**src/sv/slfifo_pkg.sv**
```systemverilog
`timescale 1ns / 1ps
// Package for the serial line discipline FIFO.
// Operation codes, character constants, result record and state encoding.
package slfifo_pkg;

	localparam int RING_DEPTH_DEF = 128;

	localparam logic [1:0] OP_RX   = 2'd0;
	localparam logic [1:0] OP_READ = 2'd1;
	localparam logic [1:0] OP_TX   = 2'd2;

	localparam logic [7:0] CH_CR     = 8'h0D;
	localparam logic [7:0] CH_LF     = 8'h0A;
	localparam logic [7:0] CH_CTRL_C = 8'h03;

	typedef struct packed {
		logic       read_valid;
		logic [7:0] read_byte;
		logic       tx_valid;
		logic [7:0] tx_byte;
		logic       wake_readers;
		logic       interrupt_raised;
		logic       rx_dropped;
		logic       has_char;
		logic       last;
	} res_t;

	typedef enum logic [2:0] {
		ST_IDLE = 3'b001,
		ST_READ = 3'b010,
		ST_LF   = 3'b100
	} state_t;

endpackage

```
**src/sv/serial_line_discipline_fifo.sv**
```systemverilog
`timescale 1ns / 1ps
// Serial line discipline with receive ring buffer.
// One transfer in, one or two transfers out; one registered output slot.
// Depends on slfifo_pkg.
// Receive, transmit and empty read register their result straight from the input;
// a buffered read goes through the ring memory read register, then the output register.
// Throughput: one item per cycle while the output slot is free; a data read holds the
// input until its byte is loaded, a transmitted LF for one extra result (CR then LF).
// Reset (arst_n low): pointers cleared, ring empty, link disabled; ring contents undefined.
module serial_line_discipline_fifo #(
	parameter int RING_DEPTH = slfifo_pkg::RING_DEPTH_DEF
) (
	input  logic       clk,
	input  logic       arst_n,
	input  logic       cfg_we,
	input  logic       cfg_wdata,
	input  logic       in_valid,
	output logic       in_ready,
	input  logic [1:0] operation,
	input  logic [7:0] data_byte,
	input  logic       foreground_present,
	output logic       out_valid,
	input  logic       out_ready,
	output logic       read_valid,
	output logic [7:0] read_byte,
	output logic       tx_valid,
	output logic [7:0] tx_byte,
	output logic       wake_readers,
	output logic       interrupt_raised,
	output logic       rx_dropped,
	output logic       has_char,
	output logic       last
);

	localparam int PW = $clog2(RING_DEPTH);
	localparam logic [PW-1:0] PTR_MAX = PW'(RING_DEPTH - 1);

	logic [7:0] ring_mem [RING_DEPTH];

	slfifo_pkg::state_t state_q, state_d;
	logic [PW-1:0] rd_ptr_q, rd_ptr_d, wr_ptr_q, wr_ptr_d;
	logic          link_q;
	logic          out_valid_q, out_valid_d;
	slfifo_pkg::res_t res_q, res_d;
	logic [7:0]    rdata_s1;

	logic          in_xfer, out_free, mem_we, mem_re;
	logic [7:0]    rx_char;
	logic [PW-1:0] wr_adv, rd_adv;

	function automatic logic [PW-1:0] advance(input logic [PW-1:0] p);
		return (p == PTR_MAX) ? '0 : p + PW'(1);
	endfunction

	assign out_free = !out_valid_q || out_ready;
	assign in_ready = (state_q == slfifo_pkg::ST_IDLE) && out_free;
	assign in_xfer  = in_valid && in_ready;
	assign rx_char  = (data_byte == slfifo_pkg::CH_CR) ? slfifo_pkg::CH_LF : data_byte;
	assign wr_adv   = advance(wr_ptr_q);
	assign rd_adv   = advance(rd_ptr_q);

	always_comb begin
		state_d     = state_q;
		rd_ptr_d    = rd_ptr_q;
		wr_ptr_d    = wr_ptr_q;
		out_valid_d = out_valid_q && !out_ready;
		res_d       = res_q;
		mem_we      = 1'b0;
		mem_re      = 1'b0;
		unique case (state_q)
			slfifo_pkg::ST_IDLE: begin
				if (in_xfer) begin
					res_d          = '0;
					res_d.last     = 1'b1;
					res_d.has_char = rd_ptr_q != wr_ptr_q;
					out_valid_d    = 1'b1;
					case (operation)
						slfifo_pkg::OP_RX: begin
							if (link_q) begin
								if (rx_char == slfifo_pkg::CH_CTRL_C && foreground_present) begin
									res_d.wake_readers     = 1'b1;
									res_d.interrupt_raised = 1'b1;
								end else if (wr_adv == rd_ptr_q) begin
									res_d.rx_dropped = 1'b1;
								end else begin
									mem_we             = 1'b1;
									wr_ptr_d           = wr_adv;
									res_d.wake_readers = 1'b1;
									res_d.has_char     = 1'b1;
								end
							end
						end
						slfifo_pkg::OP_READ: begin
							if (rd_ptr_q != wr_ptr_q) begin
								mem_re      = 1'b1;
								rd_ptr_d    = rd_adv;
								out_valid_d = 1'b0;
								state_d     = slfifo_pkg::ST_READ;
							end
						end
						slfifo_pkg::OP_TX: begin
							if (link_q) begin
								res_d.tx_valid = 1'b1;
								if (data_byte == slfifo_pkg::CH_LF) begin
									res_d.tx_byte = slfifo_pkg::CH_CR;
									res_d.last    = 1'b0;
									state_d       = slfifo_pkg::ST_LF;
								end else begin
									res_d.tx_byte = data_byte;
								end
							end
						end
						default: ;
					endcase
				end
			end
			slfifo_pkg::ST_READ: begin
				res_d            = '0;
				res_d.read_valid = 1'b1;
				res_d.read_byte  = rdata_s1;
				res_d.has_char   = rd_ptr_q != wr_ptr_q;
				res_d.last       = 1'b1;
				out_valid_d      = 1'b1;
				state_d          = slfifo_pkg::ST_IDLE;
			end
			slfifo_pkg::ST_LF: begin
				if (out_free) begin
					res_d.tx_byte = slfifo_pkg::CH_LF;
					res_d.last    = 1'b1;
					out_valid_d   = 1'b1;
					state_d       = slfifo_pkg::ST_IDLE;
				end
			end
			default: state_d = slfifo_pkg::ST_IDLE;
		endcase
	end

	always_ff @(posedge clk or negedge arst_n) begin
		if (!arst_n) begin
			state_q     <= slfifo_pkg::ST_IDLE;
			rd_ptr_q    <= '0;
			wr_ptr_q    <= '0;
			link_q      <= 1'b0;
			out_valid_q <= 1'b0;
		end else begin
			state_q     <= state_d;
			rd_ptr_q    <= rd_ptr_d;
			wr_ptr_q    <= wr_ptr_d;
			out_valid_q <= out_valid_d;
			if (cfg_we) begin
				link_q <= cfg_wdata;
			end
		end
	end

	always_ff @(posedge clk) begin
		res_q <= res_d;
	end

	// ring memory, registered read
	always_ff @(posedge clk) begin
		if (mem_we) begin
			ring_mem[wr_ptr_q] <= rx_char;
		end
		if (mem_re) begin
			rdata_s1 <= ring_mem[rd_ptr_q];
		end
	end

	assign out_valid        = out_valid_q;
	assign read_valid       = res_q.read_valid;
	assign read_byte        = res_q.read_byte;
	assign tx_valid         = res_q.tx_valid;
	assign tx_byte          = res_q.tx_byte;
	assign wake_readers     = res_q.wake_readers;
	assign interrupt_raised = res_q.interrupt_raised;
	assign rx_dropped       = res_q.rx_dropped;
	assign has_char         = res_q.has_char;
	assign last             = res_q.last;

	a_read_slot_free: assert property (@(posedge clk) disable iff (!arst_n)
		state_q == slfifo_pkg::ST_READ |-> !out_valid_q)
		else $error("output slot busy during ring read");

	a_cr_before_lf: assert property (@(posedge clk) disable iff (!arst_n)
		out_valid_q && !res_q.last |-> res_q.tx_valid && res_q.tx_byte == slfifo_pkg::CH_CR)
		else $error("non-final result is not a CR");

	a_drop_means_full: assert property (@(posedge clk) disable iff (!arst_n)
		out_valid_q && res_q.rx_dropped |-> res_q.has_char)
		else $error("drop reported with empty ring");

	a_read_pops: assert property (@(posedge clk) disable iff (!arst_n)
		state_q == slfifo_pkg::ST_READ |-> $past(rd_ptr_q) != rd_ptr_q)
		else $error("read without pointer advance");

	a_lf_follows: assert property (@(posedge clk) disable iff (!arst_n)
		state_q == slfifo_pkg::ST_LF |-> out_valid_q && !res_q.last)
		else $error("LF pending without CR shown");

endmodule
```
**config.mk**
```make
export PLATFORM = sky130hd
export DESIGN_NAME = serial_line_discipline_fifo
export DESIGN_NICKNAME = d
export VERILOG_FILES = /design/src/sv/slfifo_pkg.sv /design/src/sv/serial_line_discipline_fifo.sv
export SDC_FILE = /design/constraint.sdc
export NUM_CORES = 1
export LEC_CHECK = 0
export BUFFER_PORTS_ARGS = -buffer_cell sky130_fd_sc_hd__buf_2
export CORE_UTILIZATION = 30
export CTS_CLUSTER_DIAMETER = 40
export DETAILED_ROUTE_END_ITERATION = 8
export MAX_ROUTING_LAYER = met4
export PLACE_DENSITY = 0.43
export SYNTH_ARGS = -nofsm -noshare
export SYNTH_HDL_FRONTEND = slang
export SYNTH_SLANG_ARGS = --single-unit
```
**constraint.sdc**
```tcl
create_clock -name clk -period 8.8 [get_ports clk]
set_input_delay 1.32 -clock clk [delete_from_list [all_inputs] [get_ports clk]]
set_output_delay 1.32 -clock clk [all_outputs]
set_load 0.02 [all_outputs]
```
==> results of run 1 <==
-- worst max-delay path: stages (launching register included) --
cell	delay (ns)
sky130_fd_sc_hd__dfrtp_2	0.54
sky130_fd_sc_hd__buf_4	0.71
sky130_fd_sc_hd__nand2_1	0.19
sky130_fd_sc_hd__or3_4	0.42
sky130_fd_sc_hd__a21oi_2	0.16
sky130_fd_sc_hd__xnor2_1	0.19
sky130_fd_sc_hd__a211o_4	0.40
sky130_fd_sc_hd__buf_12	0.24
sky130_fd_sc_hd__nor3_1	1.14
-- flip-flops by register name (all words and copies together), names as in the netlist, 3 cells and up --
| name | cells |
|---|---|
| ring_mem | 1024 |
| read_byte | 8 |
| state_q | 3 |
| tx_byte | 8 |
| wr_ptr_q | 7 |
| rdata_s1 | 8 |
| rd_ptr_q | 7 |
-- cell type report --
class	instances	area, um2	area share, %
inverter	7	26.28	0.05208
timing repair buffer	109	778.2	1.543
multi-input combinational	813	9940	19.70
tap	1876	2347	4.653
clock buffer	168	3895	7.721
clock inverter	112	1290	2.557
sequential	1074	32170	63.77
-- power groups by stage --
stage                     registers (mW)  logic (mW)  clock network (mW)
after floorplan                     5.81        2.51                   0
after global routing                5.93        3.77                6.49
after detailed placement            6.02        3.64                   0
final                               5.91        3.57                6.17
after global placement              6.02        3.65                   0
after CTS                           5.92        3.65                6.29
-- layer usage --
layer  share of wire [%]  up-vias  global-route usage, %
met2                  48      633                  26.56
met5                   0        -                      -
met1                  45    11486                  23.54
li1                    -     8838                      -
met3                 4.9      156                  2.845
met4                 1.9        0                  4.732
-- final timing paths --
kind,start,end,slack (ns),cells after the start
max,wr_ptr_q[2],ring_mem[12][7],4.14,8
min,arst_n,rd_ptr_q[6],0.51,1
max reg2reg,wr_ptr_q[2],ring_mem[12][7],4.14,8
min reg2reg,rdata_s1[4],read_byte[4],0.53,1
max in group asynchronous,arst_n,rd_ptr_q[1],7.92,1
min in group clk,rdata_s1[4],read_byte[4],0.53,1
-- synthesized netlist by cell type, types with 7 or more instances --
cell and number:
sky130_fd_sc_hd__mux2_2 12, sky130_fd_sc_hd__a21oi_1 21, sky130_fd_sc_hd__nand2b_1 12, sky130_fd_sc_hd__o22ai_1 8, sky130_fd_sc_hd__a31oi_1 8, sky130_fd_sc_hd__mux2i_1 68
sky130_fd_sc_hd__clkbuf_1 37, sky130_fd_sc_hd__buf_1 15, sky130_fd_sc_hd__buf_6 10, sky130_fd_sc_hd__buf_4 21, sky130_fd_sc_hd__a211oi_1 23, sky130_fd_sc_hd__buf_2 52
sky130_fd_sc_hd__xor2_1 8, sky130_fd_sc_hd__nand3_1 16, sky130_fd_sc_hd__nand2_1 38, sky130_fd_sc_hd__xnor2_1 12, sky130_fd_sc_hd__edfxtp_1 1055, sky130_fd_sc_hd__nor2_1 42
sky130_fd_sc_hd__nor4_1 35, sky130_fd_sc_hd__nor3_2 16, sky130_fd_sc_hd__nor2b_1 26, sky130_fd_sc_hd__dfrtp_1 18, sky130_fd_sc_hd__o21ai_0 9, sky130_fd_sc_hd__o221ai_1 7
sky130_fd_sc_hd__and2_1 19, sky130_fd_sc_hd__mux4_2 268, sky130_fd_sc_hd__nor3_1 78, sky130_fd_sc_hd__a22oi_1 16
-- per-stage QoR --
step                area [um2]  worst slack (ns)
detailed placement       45250             3.728
global route             50450             3.859
finish                   50450             4.135
floorplan                42650             4.697
global placement         45250             3.857
CTS                      50440             4.051
-- cells by family after synthesis --
| group | synth area share (%) |
|---|---|
| AO/OA/AOI/OAI | 2.162 |
| XOR/XNOR | 0.4107 |
| adder cells (fa/ha/maj) | 0.05866 |
| buffers and inverters | 1.763 |
| flip-flops | 75.40 |
| multiplexers | 16.12 |
| AND/OR/NAND/NOR | 4.092 |
==> flow_metrics.py, run 1 <==
metrics = {
    "status": {
        "status": "completed",
    },
    "routing": {
        "routed-via-count": 21113,
        "drt_drc_violations_left": 0,
        "wl_per_cell_um": 28.53,
        "first_pass_iters": 7,
        "viasPerCell": 5.076,
        "initial_detailed_routing_violation_count": 1863,
        "detail_route.wirelength_mm": 118.7,
        "drt.antenna.violating_nets": 0,
    },
    "yosys": {
        "cell_count_after_synthesis": 2029,
        "synth-async-reset-ratio_pct": 1.769,
        "postSynth.topFlopCell": "sky130_fd_sc_hd__edfxtp_1",
        "synthesis.nets": 2048,
        "synth_area_per_cell_um2": 21.02,
        "ys.warnings.count": 0,
        "area_share_of_the_largest_cell_type_after_synthesis_pct": 74.28,
        "synth-seq-cells": 1074,
        "synth-seq-area-share_pct": 75.40,
        "synth_edf_count": 1055,
        "area_of_the_mapped_netlist_um2": 42650,
        "synth.largest_area_cell": "sky130_fd_sc_hd__edfxtp_1",
        "yosys-top-cells-area": "sky130_fd_sc_hd__edfxtp_1 (74%), sky130_fd_sc_hd__mux4_2 (14%), sky130_fd_sc_hd__mux2i_1 (1.6%), sky130_fd_sc_hd__dfrtp_1 (1.1%), sky130_fd_sc_hd__nor3_1 (0.92%)",
        "synth.lib_cells_used.distinct": 67,
    },
    "floorplan": {
        "die_extent_in_y_um": 379.1,
        "die-area_um2": 143700,
        "num_rows": 137,
        "floorplan.io_pins": 42,
        "floorplan.die.width_um": 379.1,
        "fp.coreArea_um2": 140200,
        "start_util_pct": 30.42,
    },
    "timing": {
        "finalMaxSlewViolations": 0,
        "finalSetupTns_ns": 0,
        "unrepaired_setup_endpoints_after_global_routing": "no",
        "setup_viol": 0,
        "final.period_utilization_pct": 53.01,
        "fin_skew_ns": 0.02855,
        "timing_hold_violations_final": 0,
        "fin_crit_ns": 4.665,
        "final.hold.worst_slack_ns": 0.5078,
        "worst_slew_margin_rel_pct": 16.71,
        "fmaxAchievable_mhz": 214.4,
        "pin_slew_with_the_least_headroom_to_its_limit_ns": 1.240,
    },
    "worst_setup_path": {
        "path_max_fanout": 116,
        "timing_worst_setup_path_type": "reg2reg",
        "timing.critical_path.required_ns": 9.17,
        "critical_path_arrival_ns": 5.04,
        "critPathCaptureType": "register",
        "cp-start-kind": "register",
    },
    "clock_network": {
        "clk_latency_ns": 0.78,
        "post_cts_buffers": 0,
        "postCtsHoldBufs": 0,
        "tritoncts.num_buffers": 152,
        "worst_setup_hold_path_clk_slew_ns": 0.05,
        "clk_path_buf_depth": 3,
        "cts_resized": 0,
        "clockRootBuffer": "sky130_fd_sc_hd__clkbuf_16",
        "htree_num_levels": 4,
        "tritoncts": "done",
        "cts.sink_count": 1074,
    },
    "pwr": {
        "cellLeakagePower_nw": 15.49,
        "seq_power_share_pct": 37.8,
        "max-vdd-ir-drop_mv": 0.2380,
        "switchingPower_mw": 4.711,
        "p_int_mw": 10.94,
        "share_comb_of_total_power_pct": 22.8,
        "p_sw_share_pct": 30.11,
        "power_per_cell_area_nw_per_um2": 310.2,
        "p_clk_share_pct": 39.4,
        "p_total_mw": 15.65,
    },
    "layout": {
        "syn2layout_area_growth_pct": 18.28,
        "antenna_cells": 0,
        "commonest_cells_after_routing_fill_and_taps_aside": "sky130_fd_sc_hd__edfxtp_1 (1055), sky130_fd_sc_hd__mux4_2 (268), sky130_fd_sc_hd__clkbuf_16 (153)",
        "fill_cells": 12885,
        "layoutNonFillerInstCount": 4159,
        "final_nets": 2176,
        "fin_util_pct": 35.98,
        "final_layout_size_suffix_gt1_share_pct": 31.10,
        "mostFrequentLayoutCell": "sky130_fd_sc_hd__edfxtp_1",
    },
    "placement": {
        "place.gp.congestion": 0.7936,
        "place_hpwl_mm": 70.14,
        "port-buffer-count": 41,
        "placedCellCount": 3879,
    },
    "flow_run": {
        "drv_cap": 0,
    },
    "global_route": {
        "global_route.overflow_total": 0,
        "via_count_of_the_first_global_routing_pass": 21882,
        "grt_pass1_wl_mm": 169.2,
        "antenna_violations_before_repair": 1,
        "grt_start_max_net_pins": 117,
        "grt_usage_pct": 17.23,
    },
    "min_path": {
        "worst_hold_path_type": "in2async",
    },
}
(Power assumes the default switching activity.)
==> inputs of run 2 (changes only) <==
- clock period: 8.8 -> 4.35 ns (I/O delays scaled with it)
==> flow_metrics.py, run 2 (synthesized netlist as in run 1, its figures left out) <==
metrics = {
    "routing": {
        "drt.antenna.violating_nets": 0,
        "first_pass_iters": 5,
        "wl_per_cell_um": 27.43,
        "initial_detailed_routing_violation_count": 1914,
        "detail_route.wirelength_mm": 118.1,
        "viasPerCell": 4.962,
        "drt_drc_violations_left": 0,
        "routed-via-count": 21362,
    },
    "floorplan": {
        "start_util_pct": 30.42,
        "floorplan.die.width_um": 379.1,
        "num_rows": 137,
        "fp.coreArea_um2": 140200,
        "die_extent_in_y_um": 379.1,
        "die-area_um2": 143700,
        "floorplan.io_pins": 42,
    },
    "layout": {
        "syn2layout_area_growth_pct": 21.01,
        "fin_util_pct": 36.81,
        "final_nets": 2311,
        "mostFrequentLayoutCell": "sky130_fd_sc_hd__edfxtp_1",
        "regMostFlops": "ring_mem",
        "antenna_cells": 0,
        "final_layout_size_suffix_gt1_share_pct": 34.79,
        "layoutNonFillerInstCount": 4305,
        "seq_area_um2": 32170,
        "design_area_um2": 51610,
        "fill_cells": 12956,
        "flip_flop_count_of_the_largest_register_all_copies_and_words_added": 1024,
        "total_area_of_multi_input_combinational_cells_um2": 9931,
        "commonest_cells_after_routing_fill_and_taps_aside": "sky130_fd_sc_hd__edfxtp_1 (1055), sky130_fd_sc_hd__mux4_2 (268), sky130_fd_sc_hd__buf_4 (188)",
    },
    "placement": {
        "port-buffer-count": 41,
        "dpl-instance-area_um2": 46350,
        "place.gp.congestion": 0.8043,
        "dpl_worst_slack_ns": 0.4404,
        "placedCellCount": 4008,
        "place_hpwl_mm": 74.01,
    },
    "global_route": {
        "antenna_violations_before_repair": 7,
        "grt_usage_pct": 17.17,
        "grt_start_max_net_pins": 129,
        "grt_pass1_wl_mm": 169.2,
        "via_count_of_the_first_global_routing_pass": 22446,
        "global_route.overflow_total": 0,
    },
    "timing": {
        "worst_slew_margin_rel_pct": 23.48,
        "fin_skew_ns": 0.03127,
        "timing_hold_violations_final": 0,
        "pin_slew_with_the_least_headroom_to_its_limit_ns": 1.138,
        "final.hold.worst_slack_ns": 0.1173,
        "finalMaxSlewViolations": 0,
        "fmaxAchievable_mhz": 256.2,
        "fin_crit_ns": 3.903,
        "unrepaired_setup_endpoints_after_global_routing": "no",
        "final.period_utilization_pct": 89.73,
        "finalSetupTns_ns": 0,
        "fin_ws_ns": 0.4467,
        "setup_viol": 0,
    },
    "worst_setup_path": {
        "worst_path_top_cell_family_by_delay": "simple AND/OR/NAND/NOR gates",
        "max_stage_delay_ns": 0.97,
        "destination_of_the_worst_register_to_register_timing_path": "ring_mem[89][7]",
        "timing.critical_path.required_ns": 4.74,
        "cp_num_cells": 8,
        "path_cells": "ha_1 > and3_1 > and4_1 > o21ai_0 > nor4bb_1 > a211o_4 > buf_12 > nor4_2",
        "rrSetupSlack_ns": 0.45,
        "critPathCaptureType": "register",
        "cp-startpoint": "wr_ptr_q[1]",
        "path_max_fanout": 40,
        "timing_worst_setup_path_type": "reg2reg",
        "cp_num_buf_inv": 1,
        "timing.rr.start": "wr_ptr_q[1]",
        "worst_r2r_path_depth": 8,
        "cp-start-kind": "register",
        "critical_path_arrival_ns": 4.30,
        "worst_path_slowest_cell": "sky130_fd_sc_hd__nor4_2",
        "critPathCapture": "ring_mem[89][7]",
    },
    "pwr": {
        "p_total_mw": 31.90,
        "cellLeakagePower_nw": 16.23,
        "power_per_cell_area_nw_per_um2": 618.1,
        "max-vdd-ir-drop_mv": 0.4388,
    },
    "clock_network": {
        "clk_path_buf_depth": 3,
        "cts_resized": 0,
        "post_cts_buffers": 0,
        "tritoncts": "done",
        "tritoncts.num_buffers": 157,
        "cts.sink_count": 1074,
        "worst_setup_hold_path_clk_slew_ns": 0.05,
        "htree_num_levels": 4,
        "clk_latency_ns": 0.80,
        "clockRootBuffer": "sky130_fd_sc_hd__clkbuf_16",
    },
    "flow_run": {
        "drv_cap": 0,
    },
    "min_path": {
        "worst_hold_path_type": "in2reg",
    },
    "status": {
        "status": "completed",
    },
}
-- run 2: metal layers --
layer	up-vias	global-route usage [%]	routed length (um)
met3	173	3.375	6232
met4	0	5.075	2645
met2	645	26.34	56040
li1	9132	-	-
met5	-	-	0
met1	11412	23.08	53160
-- run 2: area by class of cell --
cell class                      count  area share [%]
Tap cell                         1876           4.548
Timing Repair Buffer              239           3.646
Multi-Input combinational cell    813           19.24
Inverter                            7         0.05091
Clock buffer                      169           7.699
Sequential cell                  1074           62.34
Clock inverter                    127           2.478
-- run 2: how the worst min path moves through the flow --
stage / start / cells past startpoint / end / slack (ns)
detailed placement: wr_ptr_q[2] / 1 / wr_ptr_q[2] / 0.56
floorplan: arst_n / 0 / link_q / 0.36
global placement: out_valid / 2 / out_valid / 0.56
global route: cfg_wdata / 2 / link_q / 0.08
CTS: cfg_wdata / 2 / link_q / 0.04
finish: cfg_wdata / 2 / link_q / 0.12
-- run 2: report_power, final --
group | leakage [nW] | internal [mW] | switching [mW]
Clock | 2.51 | 7.45 | 5.03
Sequential | 9.72 | 11.5 | 0.246
Combinational | 4.00 | 3.31 | 4.39
Total | 16.2 | 22.2 | 9.67
-- run 2: what timing repair did --
action / 4_1_cts / 5_1_grt
setup endpoints to repair: 0 / 0
hold endpoints to repair: 18 / 0
hold buffers: 1 / 0
